### src/hw/rtl/rvx_ram.sv
// ----------------------------------------------------------------------------
// rvx_ram
// Generic single write port, single read port RAM with registered read data.
// ----------------------------------------------------------------------------
module rvx_ram #(
   parameter int WIDTH = 8,
   parameter int DEPTH = 256,
   parameter int AW    = (DEPTH > 1) ? $clog2(DEPTH) : 1
) (
   input  logic             clock,
   input  logic             wr_en,
   input  logic [AW-1:0]    wr_addr,
   input  logic [WIDTH-1:0] wr_data,
   input  logic [AW-1:0]    rd_addr,
   output logic [WIDTH-1:0] rd_data
);

   logic [WIDTH-1:0] mem_ff [DEPTH];
   logic [WIDTH-1:0] rd_data_ff;

   always_ff @(posedge clock) begin
      if (wr_en) begin
         mem_ff[wr_addr] <= wr_data;
      end
      rd_data_ff <= mem_ff[rd_addr];
   end

   assign rd_data = rd_data_ff;

endmodule

### config.mk
export PLATFORM = sky130hd
export DESIGN_NAME = rvx_ram
export DESIGN_NICKNAME = d
export VERILOG_FILES = /design/src/hw/rtl/rvx_ram.sv
export SDC_FILE = /design/constraint.sdc
export NUM_CORES = 2
export LEC_CHECK = 0
export ABC_CLOCK_PERIOD_IN_PS = 2060
export BUFFER_PORTS_ARGS = -buffer_cell sky130_fd_sc_hd__buf_2
export CORE_MARGIN = 2
export CORE_UTILIZATION = 30
export CTS_CLUSTER_SIZE = 8
export DETAILED_ROUTE_END_ITERATION = 12
export PLACE_DENSITY = 0.57
export SLEW_MARGIN = 5
export SYNTH_ARGS = -nofsm -noshare
export SYNTH_HDL_FRONTEND = slang
export SYNTH_SLANG_ARGS = --single-unit
### constraint.sdc
create_clock -name clock -period 2.06 [get_ports clock]
set_clock_uncertainty 0.15 [all_clocks]
set_input_delay 0.103 -clock clock [delete_from_list [all_inputs] [get_ports clock]]
set_output_delay 0.103 -clock clock [all_outputs]
set_load 0.01 [all_outputs]
==> results.md <==
- Status: finished with violations
- Failing checks: negative setup slack
- Die ar.: 269000 um^2
- Critical path's largest stage delay: 500 ps
- NetSw: 0.0197 W
- Layout cells sized above 1: 35.2%
- Reg area: 61700 um^2
- Grt total ovfl: 0
- Critical path class: register to register
- Flop-to-flop setup slack: -360 ps
- Fmax: 0.413 GHz
- EDFF count, synth: 2048
- Via count: 41389
- Synth unique cells: 55
- Pre-Repair DR Iteration Count: 5
- Ys flop type: edfxtp_1
- Setup_tns: -3510 ps
- Iter 0 DRT Violations: 4709
- Initial core utilization: 30.1%
- Reg2reg path depth: 7
- Initial antenna violation count: 16
- Clock Path Buffers: 4
- CP max-delay cell: mux4_2
- Area taken by multi-input logic gates: 17000 um^2
- Worst setup margin: -359 ps
- Mean Syn Cell Area: 21.3 um^2
- Cell leakage power: 31.7 nW
- Total power draw: 0.0944 W
- CP delay by family, top: compound AO/OA/AOI/OAI gates
- WP data arrival: 3020 ps
- Pin slew with the least headroom to its limit: 822 ps
- Synthesized instance count: 3733
- CTS Root Cell: clkbuf_16
- Die X: 519 um
- RSZ-0062 raised after global routing: true
- Pwr dens: 960 nW/um^2
- Clock latency on the worst-skew pair: 940 ps
- FF-to-FF Start: mem_ff[211][3]
- Buffers on Ports: 33
- Fin crit period: 2420 ps
- Fillers: 24126
- Routed len/inst: 26.2 um
- P_int: 0.0748 W
- Post-synth net total: 3759
- Yosys Warn Count: 0
- Hold Fails Final Rpt: 0
- Stages on worst setup path: 7
- Seq cells post-synth: 2056
- Synth area leaders: edfxtp_1 77%, mux4_2 13%, mux2i_1 1.7%
- Dpl cell area: 89600 um^2
- Routed vias/inst: 5.06
- Final hold slack: 21.7 ps
- Core area: 264000 um^2
- Final #Nets: 4630
- Sequential share of the synthesized area: 77.5%
- Setup Viol. Count Final: 16
- Largest net degree at the start of global routing: 89
- RR Endpoint: rd_data[3]
- Peak supply drop: 908 uV
- Worst setup EP type: register
- Critical path launch point: mem_ff[211][3]
- Num CTS Buffers: 307
- Die H: 519 um
- Post-synthesis async set-or-reset flop share: 0%
- Post-route ant nets: 0
- Synth Cell Area: 79600 um^2
- Setup crit start kind: register
- Synth top area share: 77.3%
- Slew HR: 45.2%
- DRC Markers: 0
- Number of global-route vias before repair: 42377
- Final Instance Count excl. Fillers: 8175
- Crit Path Max Fanout: 1
- Synth area leader: edfxtp_1
- GRT Total Usage: 15.7%
- Combinational power share: 5.5%
- Cell area after layout: 98400 um^2
- Critical-path cell list: mux4_2 -> a22o_1 -> a221oi_2 -> buf_4 -> o32ai_4 -> nor3_4 -> nor4_1
- Clock Power Share: 45.4%
- Count leader, synth: edfxtp_1
- Area grow syn2layout: 23.6%
- Placed cell count: 7806
- Max-Cap Viols: 0
- CTS tree: done
- Data required time of the critical path: 2660 ps
- Most frequent cells after synthesis: 2048 x edfxtp_1, 454 x mux4_2, 282 x nor2_1
- # Post-CTS Setup Buffers: 0
- Routed WL: 214000 um
- Placer congestion estimate: 0.836
- Clock Pin Slew Worst Setup and Hold Paths: 50 ps
- H-tree Lvls: 5
- Switching share of power: 20.8%
- Tcrit/Tclk final: 117%
- Clock sink count: 2056
- Final Max Slew Viols: 0
- Hold Startpoint: wr_addr[2]
- CP bufs+invs: 1
- First-pass GRT wire length: 308000 um
- Type of the worst min-delay path: primary input to register
- I/O pin count: 34
- Sequential fraction of design power: 49.0%
- Dpl hpwl: 139000 um
- Worst Hold Path EP: mem_ff[149][1]
- Hold Crit Depth: 6
- Row count: 189
==> worst reg2reg max path, delay by kind of cell (launching register included) <==
family                 cells  cell delay (ps)
AOI/OAI and AO/OA          3              540
and+or+nand+nor            2              540
muxes                      1              500
DFF                        1              350
buffers and inverters      1              180
==> metal layers <==
layer	part of all wire (%)	track usage [%]
met1	43	21.6
met2	48	25.1
met3	6.6	3.03
met4	2.8	4.68
met5	0.0047	0
==> timing repair <==
item,4_1_cts,5_1_grt
pin swaps,28,21
endpoints found under the hold margin,3308,114
gates cloned,0,0
hold buffers,25,4
setup endpoints to repair,9,117
resized for setup,51,37
==> flip-flops by register name, indices dropped and copies added (netlist names) <==
signal / cells
rd_data: 8
mem_ff: 2048
==> how the worst max path moves through the flow <==
| stage | to |
|---|---|
| final | rd_data[3] |
| after global routing | rd_data[3] |
| after CTS | rd_data[2] |
| after detailed placement | rd_data[3] |
| after global placement | rd_data[3] |
| after floorplan | rd_data[0] |
==> cell type report <==
type,count,share of cell area (%)
clock buffer,331,7.97
tap,3533,4.49
multi-input combinational,1442,17.3
clock inverter,11,0.120
inverter,2,0.00763
sequential,2056,62.7
timing repair buffer,795,7.40
antenna,5,0.0127
==> cell families after synthesis <==
group	count (synthesis)	synth area share, %
simple gates	466	2.63
compound gates	385	3.42
buf+inv	235	1.83
mux	591	14.6
flops	2056	77.5
==> power groups by stage <==
stage               Clock (W)  Sequential, W  Combinational (W)
finish                 0.0429         0.0463            0.00520
floorplan                   0         0.0470            0.00231
CTS                    0.0437         0.0463            0.00519
global route           0.0455         0.0463            0.00548
global placement            0         0.0471            0.00499
detailed placement          0         0.0471            0.00505
==> cell usage in the layout, fill, tap and decap left out, types with 11 or more instances in the layout <==
master | Yosys | layout
mux2i_1 | 134 | 134
dlygate4sd3_1 | 0 | 26
nand2_1 | 33 | 33
clkbuf_16 | 0 | 310
a22oi_1 | 133 | 126
buf_12 | 8 | 97
nor2_1 | 282 | 273
nand3_1 | 34 | 34
buf_2 | 31 | 21
o22ai_1 | 28 | 27
nor4_2 | 3 | 11
mux4_2 | 454 | 454
o221ai_1 | 46 | 45
a21oi_1 | 96 | 92
buf_4 | 27 | 640
clkbuf_1 | 111 | 21
edfxtp_1 | 2048 | 2048
nor2b_1 | 31 | 23
nor3_1 | 22 | 16
==> per-stage QoR <==
stage               setup WS, ps  utilization, %
global placement           -1690            33.9
global route                -407            37.2
floorplan                  -11.8               -
finish                      -359            37.2
detailed placement         -1690            33.9
CTS                         -471            37.1
(Power assumes the default switching activity.)
